===== config.mk =====
export PLATFORM = sky130hd
export DESIGN_NAME = gyro_still_bias_calibrator
export DESIGN_NICKNAME = d
export VERILOG_FILES = /design/src/sv/gsbc_pkg.sv /design/src/sv/gsbc_qdiv.sv /design/src/sv/gsbc_lane.sv /design/src/sv/gsbc_merge.sv /design/src/sv/gyro_still_bias_calibrator.sv
export VERILOG_INCLUDE_DIRS = /design/src /design/src/sv
export SDC_FILE = /design/constraint.sdc
export NUM_CORES = 2
export LEC_CHECK = 0
export ABC_AREA = 1
export BUFFER_PORTS_ARGS = -buffer_cell sky130_fd_sc_hd__buf_2
export CORE_MARGIN = 2
export CORE_UTILIZATION = 65
export DETAILED_ROUTE_END_ITERATION = 7
export PLACE_DENSITY = 0.82
export RECOVER_POWER = 100
export SLEW_MARGIN = 15
export SYNTH_ARGS = -nofsm -noshare
export SYNTH_HDL_FRONTEND = slang
export SYNTH_SLANG_ARGS = --single-unit
export TNS_END_PERCENT = 20

===== constraint.sdc =====
create_clock -name i_clk -period 16.1 [get_ports i_clk]
set_input_delay 1.61 -clock i_clk [delete_from_list [all_inputs] [get_ports i_clk]]
set_output_delay 1.61 -clock i_clk [all_outputs]
set_load 0.05 [all_outputs]

===== src/sv/gyro_still_bias_calibrator_defines.svh =====
// Assertion macros shared by the gyro still bias calibrator RTL.
`ifndef GYRO_STILL_BIAS_CALIBRATOR_DEFINES_SVH
`define GYRO_STILL_BIAS_CALIBRATOR_DEFINES_SVH

// Same-cycle implication, disabled while reset is asserted.
`define GSBC_ASSERT_IMP(lbl, clk, rst_n, ante, cons) \
    lbl: assert property (@(posedge clk) disable iff (!(rst_n)) (ante) |-> (cons)) \
        else $error("gsbc: same-cycle check failed");

// Next-cycle implication, disabled while reset is asserted.
`define GSBC_ASSERT_NXT(lbl, clk, rst_n, ante, cons) \
    lbl: assert property (@(posedge clk) disable iff (!(rst_n)) (ante) |=> (cons)) \
        else $error("gsbc: next-cycle check failed");

`endif


===== src/sv/gsbc_pkg.sv =====
// Types, widths and constants of the gyro still bias calibrator.
package gsbc_pkg;

    localparam int SAMPLE_TOTAL = 1000;
    localparam int NUM_LANES    = 3;
    localparam int RATE_W       = 16;
    localparam int THRESH_W     = 15;
    localparam int SUM_W        = 32;
    localparam int BIAS_W       = 24;
    localparam int STATUS_W     = 2;
    localparam int SAMPLES_W    = 10;
    localparam int Q_FRAC       = 8;
    localparam int MAX_RATE     = 32767;
    localparam int PIPE_DEPTH   = 5;

    localparam logic [THRESH_W-1:0] THRESH_RESET = THRESH_W'(50);

    localparam int COUNT_W   = $clog2(SAMPLE_TOTAL + 1);
    localparam int SUM_MAG_W = $clog2(MAX_RATE * SAMPLE_TOTAL + 1);
    localparam int SCALED_W  = SUM_MAG_W + Q_FRAC;
    localparam logic [63:0] REC = (64'd1 << SCALED_W) / 64'(SAMPLE_TOTAL);
    localparam int REC_W     = $clog2(REC + 64'd1);
    localparam int PROD_W    = SUM_MAG_W + REC_W;
    localparam int REM_W     = $clog2(2 * SAMPLE_TOTAL);

    typedef enum logic [STATUS_W-1:0] {
        ST_ACCUM  = 2'd0,
        ST_MOTION = 2'd1,
        ST_DONE   = 2'd2
    } t_status;

    typedef struct packed {
        logic adv;
        logic acc;
        logic clr;
        logic done;
    } t_lane_ctl;

    typedef struct packed {
        t_status               status;
        logic [SAMPLES_W-1:0]  samples;
    } t_meta;

endpackage


===== src/sv/gsbc_qdiv.sv =====
// Pipelined signed divide of a finished sum by the sample total, giving Q8 bias.
module gsbc_qdiv (
    input  logic                               i_clk,
    input  logic                               i_adv,
    input  logic signed [gsbc_pkg::SUM_W-1:0]  i_fin,
    output logic signed [gsbc_pkg::BIAS_W-1:0] o_bias
);

    logic signed [gsbc_pkg::SUM_W-1:0]     w_abs;
    logic [gsbc_pkg::SUM_MAG_W-1:0]        r_mag1;
    logic [gsbc_pkg::SUM_MAG_W-1:0]        r_mag2;
    logic                                  r_neg1;
    logic                                  r_neg2;
    logic                                  r_neg3;
    logic [gsbc_pkg::PROD_W-1:0]           r_prod;
    logic [gsbc_pkg::BIAS_W-1:0]           w_qe;
    logic [gsbc_pkg::SCALED_W-1:0]         w_diff;
    logic [gsbc_pkg::BIAS_W-1:0]           r_qe;
    logic [gsbc_pkg::REM_W-1:0]            r_rem;
    logic [gsbc_pkg::BIAS_W-1:0]           w_q;
    logic signed [gsbc_pkg::BIAS_W-1:0]    r_bias;

    assign w_abs = i_fin[gsbc_pkg::SUM_W-1] ? -i_fin : i_fin;

    // estimate is exact or one low; remainder picks the correction
    assign w_qe   = r_prod[gsbc_pkg::SUM_MAG_W +: gsbc_pkg::BIAS_W];
    assign w_diff = {r_mag2, {gsbc_pkg::Q_FRAC{1'b0}}}
                  - gsbc_pkg::SCALED_W'(w_qe) * gsbc_pkg::SCALED_W'(gsbc_pkg::SAMPLE_TOTAL);
    assign w_q    = r_qe + gsbc_pkg::BIAS_W'(r_rem >= gsbc_pkg::REM_W'(gsbc_pkg::SAMPLE_TOTAL));

    always_ff @(posedge i_clk) begin
        if (i_adv) begin
            r_neg1 <= i_fin[gsbc_pkg::SUM_W-1];
            r_mag1 <= w_abs[gsbc_pkg::SUM_MAG_W-1:0];
            r_neg2 <= r_neg1;
            r_mag2 <= r_mag1;
            r_prod <= gsbc_pkg::PROD_W'(r_mag1) * gsbc_pkg::PROD_W'(gsbc_pkg::REC);
            r_neg3 <= r_neg2;
            r_qe   <= w_qe;
            r_rem  <= w_diff[gsbc_pkg::REM_W-1:0];
            r_bias <= r_neg3 ? -$signed(w_q) : $signed(w_q);
        end
    end

    assign o_bias = r_bias;

endmodule


===== src/sv/gsbc_lane.sv =====
// One axis lane: motion compare, running sum and bias divide pipeline.
module gsbc_lane (
    input  logic                                i_clk,
    input  logic                                i_rst_n,
    input  logic signed [gsbc_pkg::RATE_W-1:0]  i_rate,
    input  logic [gsbc_pkg::THRESH_W-1:0]       i_thresh,
    input  gsbc_pkg::t_lane_ctl                 i_ctl,
    output logic                                o_still,
    output logic signed [gsbc_pkg::BIAS_W-1:0]  o_bias
);

    logic [gsbc_pkg::RATE_W:0]             w_ext;
    logic [gsbc_pkg::RATE_W:0]             w_mag;
    logic signed [gsbc_pkg::SUM_W-1:0]     r_sum;
    logic signed [gsbc_pkg::SUM_W-1:0]     w_sum_nxt;
    logic signed [gsbc_pkg::SUM_W-1:0]     r_fin;

    assign w_ext   = {i_rate[gsbc_pkg::RATE_W-1], i_rate};
    assign w_mag   = i_rate[gsbc_pkg::RATE_W-1] ? (~w_ext + 1'b1) : w_ext;
    assign o_still = w_mag < {1'b0, {(gsbc_pkg::RATE_W - gsbc_pkg::THRESH_W){1'b0}}, i_thresh};

    assign w_sum_nxt = r_sum + {{(gsbc_pkg::SUM_W - gsbc_pkg::RATE_W){i_rate[gsbc_pkg::RATE_W-1]}},
                                i_rate};

    always_ff @(posedge i_clk) begin
        if (!i_rst_n) begin
            r_sum <= '0;
        end else if (i_ctl.clr) begin
            r_sum <= '0;
        end else if (i_ctl.acc) begin
            r_sum <= w_sum_nxt;
        end
    end

    // only a completing beat carries a sum into the divider
    always_ff @(posedge i_clk) begin
        if (i_ctl.adv) begin
            r_fin <= i_ctl.done ? w_sum_nxt : '0;
        end
    end

    gsbc_qdiv u_qdiv (
        .i_clk  (i_clk),
        .i_adv  (i_ctl.adv),
        .i_fin  (r_fin),
        .o_bias (o_bias)
    );

endmodule


===== src/sv/gsbc_merge.sv =====
// Merge of lane motion flags: still count, status, handshake and result pipeline.
`include "gyro_still_bias_calibrator_defines.svh"

module gsbc_merge (
    input  logic                                   i_clk,
    input  logic                                   i_rst_n,
    input  logic                                   i_valid,
    input  logic                                   i_ready,
    input  logic [gsbc_pkg::NUM_LANES-1:0]         i_still,
    output logic                                   o_ready,
    output logic                                   o_valid,
    output gsbc_pkg::t_lane_ctl                    o_ctl,
    output logic [gsbc_pkg::STATUS_W-1:0]          o_status,
    output logic [gsbc_pkg::SAMPLES_W-1:0]         o_samples_taken
);

    logic                               w_adv;
    logic                               w_accept;
    logic                               w_all_still;
    logic                               w_done;
    logic [gsbc_pkg::COUNT_W-1:0]       r_count;
    logic [gsbc_pkg::COUNT_W-1:0]       w_cnt_nxt;
    gsbc_pkg::t_meta                    w_meta;
    logic [gsbc_pkg::PIPE_DEPTH-1:0]    r_vld;
    gsbc_pkg::t_meta                    r_meta [gsbc_pkg::PIPE_DEPTH];

    assign w_adv       = !r_vld[gsbc_pkg::PIPE_DEPTH-1] || i_ready;
    assign w_accept    = i_valid && w_adv;
    assign w_all_still = &i_still;
    assign w_cnt_nxt   = r_count + 1'b1;
    assign w_done      = w_all_still && (w_cnt_nxt == gsbc_pkg::COUNT_W'(gsbc_pkg::SAMPLE_TOTAL));

    assign o_ctl.adv  = w_adv;
    assign o_ctl.acc  = w_accept && w_all_still && !w_done;
    assign o_ctl.clr  = w_accept && (!w_all_still || w_done);
    assign o_ctl.done = w_accept && w_done;

    always_comb begin
        if (!w_all_still) begin
            w_meta.status  = gsbc_pkg::ST_MOTION;
            w_meta.samples = '0;
        end else begin
            w_meta.status  = w_done ? gsbc_pkg::ST_DONE : gsbc_pkg::ST_ACCUM;
            w_meta.samples = gsbc_pkg::SAMPLES_W'(w_cnt_nxt);
        end
    end

    always_ff @(posedge i_clk) begin
        if (!i_rst_n) begin
            r_count <= '0;
        end else if (w_accept) begin
            r_count <= (w_all_still && !w_done) ? w_cnt_nxt : '0;
        end
    end

    always_ff @(posedge i_clk) begin
        if (!i_rst_n) begin
            r_vld <= '0;
        end else if (w_adv) begin
            r_vld <= {r_vld[gsbc_pkg::PIPE_DEPTH-2:0], w_accept};
        end
    end

    always_ff @(posedge i_clk) begin
        if (w_adv) begin
            r_meta[0] <= w_meta;
            for (int i = 1; i < gsbc_pkg::PIPE_DEPTH; i++) begin
                r_meta[i] <= r_meta[i-1];
            end
        end
    end

    assign o_ready         = w_adv;
    assign o_valid         = r_vld[gsbc_pkg::PIPE_DEPTH-1];
    assign o_status        = r_meta[gsbc_pkg::PIPE_DEPTH-1].status;
    assign o_samples_taken = r_meta[gsbc_pkg::PIPE_DEPTH-1].samples;

    `GSBC_ASSERT_IMP(a_count_below_total, i_clk, i_rst_n, 1'b1, r_count < gsbc_pkg::COUNT_W'(gsbc_pkg::SAMPLE_TOTAL))
    `GSBC_ASSERT_NXT(a_motion_clears, i_clk, i_rst_n, w_accept && !w_all_still, r_count == '0)
    `GSBC_ASSERT_IMP(a_acc_clr_excl, i_clk, i_rst_n, 1'b1, !(o_ctl.acc && o_ctl.clr))
    `GSBC_ASSERT_IMP(a_done_full, i_clk, i_rst_n, o_valid && o_status == gsbc_pkg::ST_DONE, o_samples_taken == gsbc_pkg::SAMPLES_W'(gsbc_pkg::SAMPLE_TOTAL))
    `GSBC_ASSERT_IMP(a_motion_zero, i_clk, i_rst_n, o_valid && o_status == gsbc_pkg::ST_MOTION, o_samples_taken == '0)

endmodule


===== src/sv/gyro_still_bias_calibrator.sv =====
// Top level of the gyro still bias calibrator: three axis lanes and the merge stage.
// Throughput: one sample per cycle while the output is not stalled;
// a 5-stage pipeline ends in the divide by the sample total.
// A stalled result holds the whole pipeline, so input ready drops until it is taken.
// Reset (synchronous, active low) sets the threshold to 50 and clears sums, count and valids.
module gyro_still_bias_calibrator (
    input  logic                                i_clk,
    input  logic                                i_rst_n,
    input  logic                                i_valid,
    output logic                                o_ready,
    input  logic signed [gsbc_pkg::RATE_W-1:0]  i_rate_x,
    input  logic signed [gsbc_pkg::RATE_W-1:0]  i_rate_y,
    input  logic signed [gsbc_pkg::RATE_W-1:0]  i_rate_z,
    input  logic                                i_cfg_we,
    input  logic [gsbc_pkg::THRESH_W-1:0]       i_cfg_data,
    output logic                                o_valid,
    input  logic                                i_ready,
    output logic [gsbc_pkg::STATUS_W-1:0]       o_status,
    output logic [gsbc_pkg::SAMPLES_W-1:0]      o_samples_taken,
    output logic signed [gsbc_pkg::BIAS_W-1:0]  o_bias_x,
    output logic signed [gsbc_pkg::BIAS_W-1:0]  o_bias_y,
    output logic signed [gsbc_pkg::BIAS_W-1:0]  o_bias_z
);

    logic [gsbc_pkg::THRESH_W-1:0]       r_thresh;
    logic signed [gsbc_pkg::RATE_W-1:0]  w_rate [gsbc_pkg::NUM_LANES];
    logic signed [gsbc_pkg::BIAS_W-1:0]  w_bias [gsbc_pkg::NUM_LANES];
    logic [gsbc_pkg::NUM_LANES-1:0]      w_still;
    gsbc_pkg::t_lane_ctl                 w_ctl;

    always_ff @(posedge i_clk) begin
        if (!i_rst_n) begin
            r_thresh <= gsbc_pkg::THRESH_RESET;
        end else if (i_cfg_we) begin
            r_thresh <= i_cfg_data;
        end
    end

    assign w_rate[0] = i_rate_x;
    assign w_rate[1] = i_rate_y;
    assign w_rate[2] = i_rate_z;

    for (genvar g = 0; g < gsbc_pkg::NUM_LANES; g++) begin : g_lane
        gsbc_lane u_lane (
            .i_clk    (i_clk),
            .i_rst_n  (i_rst_n),
            .i_rate   (w_rate[g]),
            .i_thresh (r_thresh),
            .i_ctl    (w_ctl),
            .o_still  (w_still[g]),
            .o_bias   (w_bias[g])
        );
    end

    gsbc_merge u_merge (
        .i_clk           (i_clk),
        .i_rst_n         (i_rst_n),
        .i_valid         (i_valid),
        .i_ready         (i_ready),
        .i_still         (w_still),
        .o_ready         (o_ready),
        .o_valid         (o_valid),
        .o_ctl           (w_ctl),
        .o_status        (o_status),
        .o_samples_taken (o_samples_taken)
    );

    assign o_bias_x = w_bias[0];
    assign o_bias_y = w_bias[1];
    assign o_bias_z = w_bias[2];

endmodule

==> summary.txt <==
result of the run = complete, but fails checks
violations in the final reports = max-capacitance violations, max-slew violations
input/output buffers = 153
instance count after placement with tap cells included = 8875
register area share after synthesis = 25.9%
EDFF count, synth = 468
setup repair bufs after CTS = 0
Inserted Clock Buffers = 69
number of global-route vias before repair = 51200
crit path capture type = flop
clock network power share = 26.6%
clock tree from TritonCTS = built
achievable clock frequency = 0.0981 GHz
number of distinct library cells after synthesis = 53
number of nets in the final layout = 9217
detailed placement HPWL = 121000 µm
CTS Hold Bufs = 0
critical path required time = 16.36 ns
num rows = 115
per-instance average area after synthesis = 8.53 µm²
floorplan core area = 98100 µm²
Post-route DRC = 0
category of cells accounting for the largest share of critical-path delay = buffers and inverters
delay of the slowest critical-path stage = 5.37 ns
netlist area before placement = 64100 µm²
buffers and inverters on the worst path = 5
Leak Pwr = 36.6 nW
Int Power = 3.64 mW
area grow syn2layout = 6.43%
fin util = 69.5%
Clock transition at path regs = 0.06 ns
reported net switching power = 2.27 mW
total of flip-flops plus latches after synthesis = 594
largest net degree at the start of global routing = 196
data arrival time of the critical path = 10.45 ns
crit path launch type = primary input
final cycle utilization of the critical path = 63.3%
ordered list of cells on the worst path = buf_2 -> nor2_1 -> clkinvlp_2 -> clkbuf_1 -> buf_12 -> buf_4
power density of the placed cells = 86.6 nW/µm²
portion of total power attributed to combinational logic = 38.9%
final total negative setup slack = 0 ns
overall fraction of global-route tracks in use = 30.4%
switching portion of total power = 38.4%
number of hold-slack violations in the final timing report = 0
Clock Tree Root = clkbuf_16
Top-Level Pins = 154
setup repair after global routing missed its margin = false
cell with the largest stage delay on the worst path = clkbuf_1
Max Buffers Root-to-Sink = 3
YS warnings = 0
total vias in the final route = 50100
number of nets with antenna violations after detailed routing = 0
DRT Pass-1 Iters = 6
most frequently used flop master after synthesis = edfxtp_1
count of mapped cells out of synthesis = 7518
later-pin clock latency in the skew report = 0.67 ns
synthesized netlist net count = 9076
grt ovf = 0
Worst Max-Slew Pin Slew = 7.62 ns
startpoint-to-endpoint class of the critical path = in2reg
share of post-route cells with drive strength above 1 = 3.58%
peak supply drop = 0.0000886 V
drt via density = 5.56
Max-slew headroom = -408%
wire length reported by the detailed router = 151000 µm
overall die height = 318 µm
Resize count post-CTS = 0
HP Class = reg2reg
worst clock skew on the final layout = 0.0412 ns
maximum fanout along the worst path = 195
Horiz. Die Dim = 318 µm
area of the die = 101000 µm²
Setup violations, final = 0
average wire per cell in the routed design = 16.8 µm
max-slew violation total from the final report = 473
Sequential Power Share = 34.6%
maximum capacitance violations = 6
min cycle time layout = 10.19 ns
clock sinks = 594
number of violations reported at the end of detailed-routing iteration 0 = 3491
first-pass GRT wire length = 250000 µm
Placer Congestion = 0.998
effective utilization at floorplan = 65.3%
H-tree depth reported by CTS = 3
share of synthesized registers carrying an async set or reset = 0%
antenna violations before repair = 3
post-layout instance count excluding filler cells = 9003
## power groups by stage
stage	combinational (mW)	clock, mW	sequential [mW]
5_1_grt	2.59	1.65	2.06
4_1_cts	2.32	1.60	2.04
6_report	2.30	1.57	2.04
2_1_floorplan	1.63	0	2.19
3_3_place_gp	2.19	0	2.06
3_5_place_dp	2.30	0	2.07
## kinds of logic (layout without fill, tap and decap cells)
| kind of cell | count (synthesis) | after routing | synth area share, % |
|---|---|---|---|
| simple gates | 2473 | 2473 | 16.5 |
| compound gates | 801 | 801 | 6.90 |
| xor+xnor | 370 | 370 | 5.07 |
| flops | 594 | 594 | 25.9 |
| fa+ha+maj | 1490 | 1490 | 35.0 |
| buf+inv | 1790 | 1987 | 10.7 |
| other cells | 0 | 1 | 0 |
## placed cells by master (no fill, tap or decap), types with 42 or more instances in the layout
cell type / count
inv_1: 1691
nand2_1: 1144
ha_1: 986
nor2_1: 685
fa_1: 504
edfxtp_1: 468
a21oi_1: 403
nand3_1: 275
xor2_1: 248
o21ai_0: 222
nand4_1: 135
dfxtp_1: 126
xnor2_1: 121
clkbuf_1: 105
nor3_1: 77
clkbuf_16: 69
buf_2: 65
or2_2: 56
a21o_1: 42
## worst register-to-register path, cell delays in order, from the launching register on
cell,delay [ns]
dfxtp_1,0.31
inv_1,0.05
nor2_1,0.08
clkinvlp_2,1.38
clkbuf_1,5.37
buf_12,0.74
buf_4,1.10
## sequential cells by signal, summed over array words and instances, names as in the netlist
name,flops
g_lane.u_lane.r_fin,78
g_lane.u_lane.r_sum,96
g_lane.u_lane.u_qdiv.r_neg3,3
u_merge.r_count,10
g_lane.u_lane.u_qdiv.r_rem,21
r_thresh,15
g_lane.u_lane.u_qdiv.o_bias,72
g_lane.u_lane.u_qdiv.r_neg2,3
g_lane.u_lane.u_qdiv.r_mag2,9
u_merge.r_meta,60
g_lane.u_lane.u_qdiv.r_mag1,75
g_lane.u_lane.u_qdiv.r_neg1,3
g_lane.u_lane.u_qdiv.r_qe,72
g_lane.u_lane.u_qdiv.r_prod,72
u_merge.r_vld,5
## routing by layer
metal	up-vias	global-route usage (%)	part of all wire, %
met4	4	11.5	3.8
met5	-	0	0.017
met1	23900	38.8	42
li1	24300	-	-
met2	1536	52.8	48
met3	348	4.13	5.9
## path summary, 6_finish.rpt
check | end | slack [ns] | depth (start not counted) | from
max reg2reg | g_lane[1].u_lane.u_qdiv.r_qe[22] | 6.59 | 6 | u_merge.r_vld[4]
min reg2reg | g_lane[2].u_lane.u_qdiv.r_qe[20] | 0.41 | 0 | g_lane[2].u_lane.u_qdiv.r_prod[45]
min | g_lane[2].u_lane.u_qdiv.r_qe[20] | 0.41 | 0 | g_lane[2].u_lane.u_qdiv.r_prod[45]
max | g_lane[1].u_lane.u_qdiv.r_qe[22] | 5.91 | 6 | i_ready
## through the flow
stage          power [mW]  setup WS [ns]  area [µm²]  hold WS [ns]
5_1_grt              6.31           5.06       68200         0.415
6_report             5.91           5.91       68200         0.412
3_5_place_dp         4.37           9.74       66100         0.405
3_3_place_gp         4.25           9.80       66100         0.401
4_1_cts              5.96          10.00       68400         0.408
2_1_floorplan        3.82           2.52       64100         0.400
## Yosys cell counts, types with 33 or more instances
master	number	share of area [%]
inv_1	1691	9.9
nand2_1	1144	6.7
ha_1	986	19
nor2_1	682	4.0
fa_1	504	16
edfxtp_1	468	22
a21oi_1	403	3.1
nand3_1	274	2.1
xor2_1	248	3.4
o21ai_0	218	1.7
nand4_1	135	1.3
dfxtp_1	126	3.9
xnor2_1	121	1.7
nor3_1	77	0.60
or2_2	56	0.55
clkbuf_1	45	0.26
a21o_1	42	0.49
a31oi_1	36	0.35
o21bai_1	33	0.39
## area by class of cell
cell class              count  area [µm²]
diodes                      1        2.50
clock buffers              89        1870
clock inverters            38         415
fillers                  7825       29900
inverters                1696        6370
multi-input cells        5134       40600
flip-flops and latches    594       16600
well taps                1287        1610
repair buffers            164         736
(Power assumes the default switching activity.)
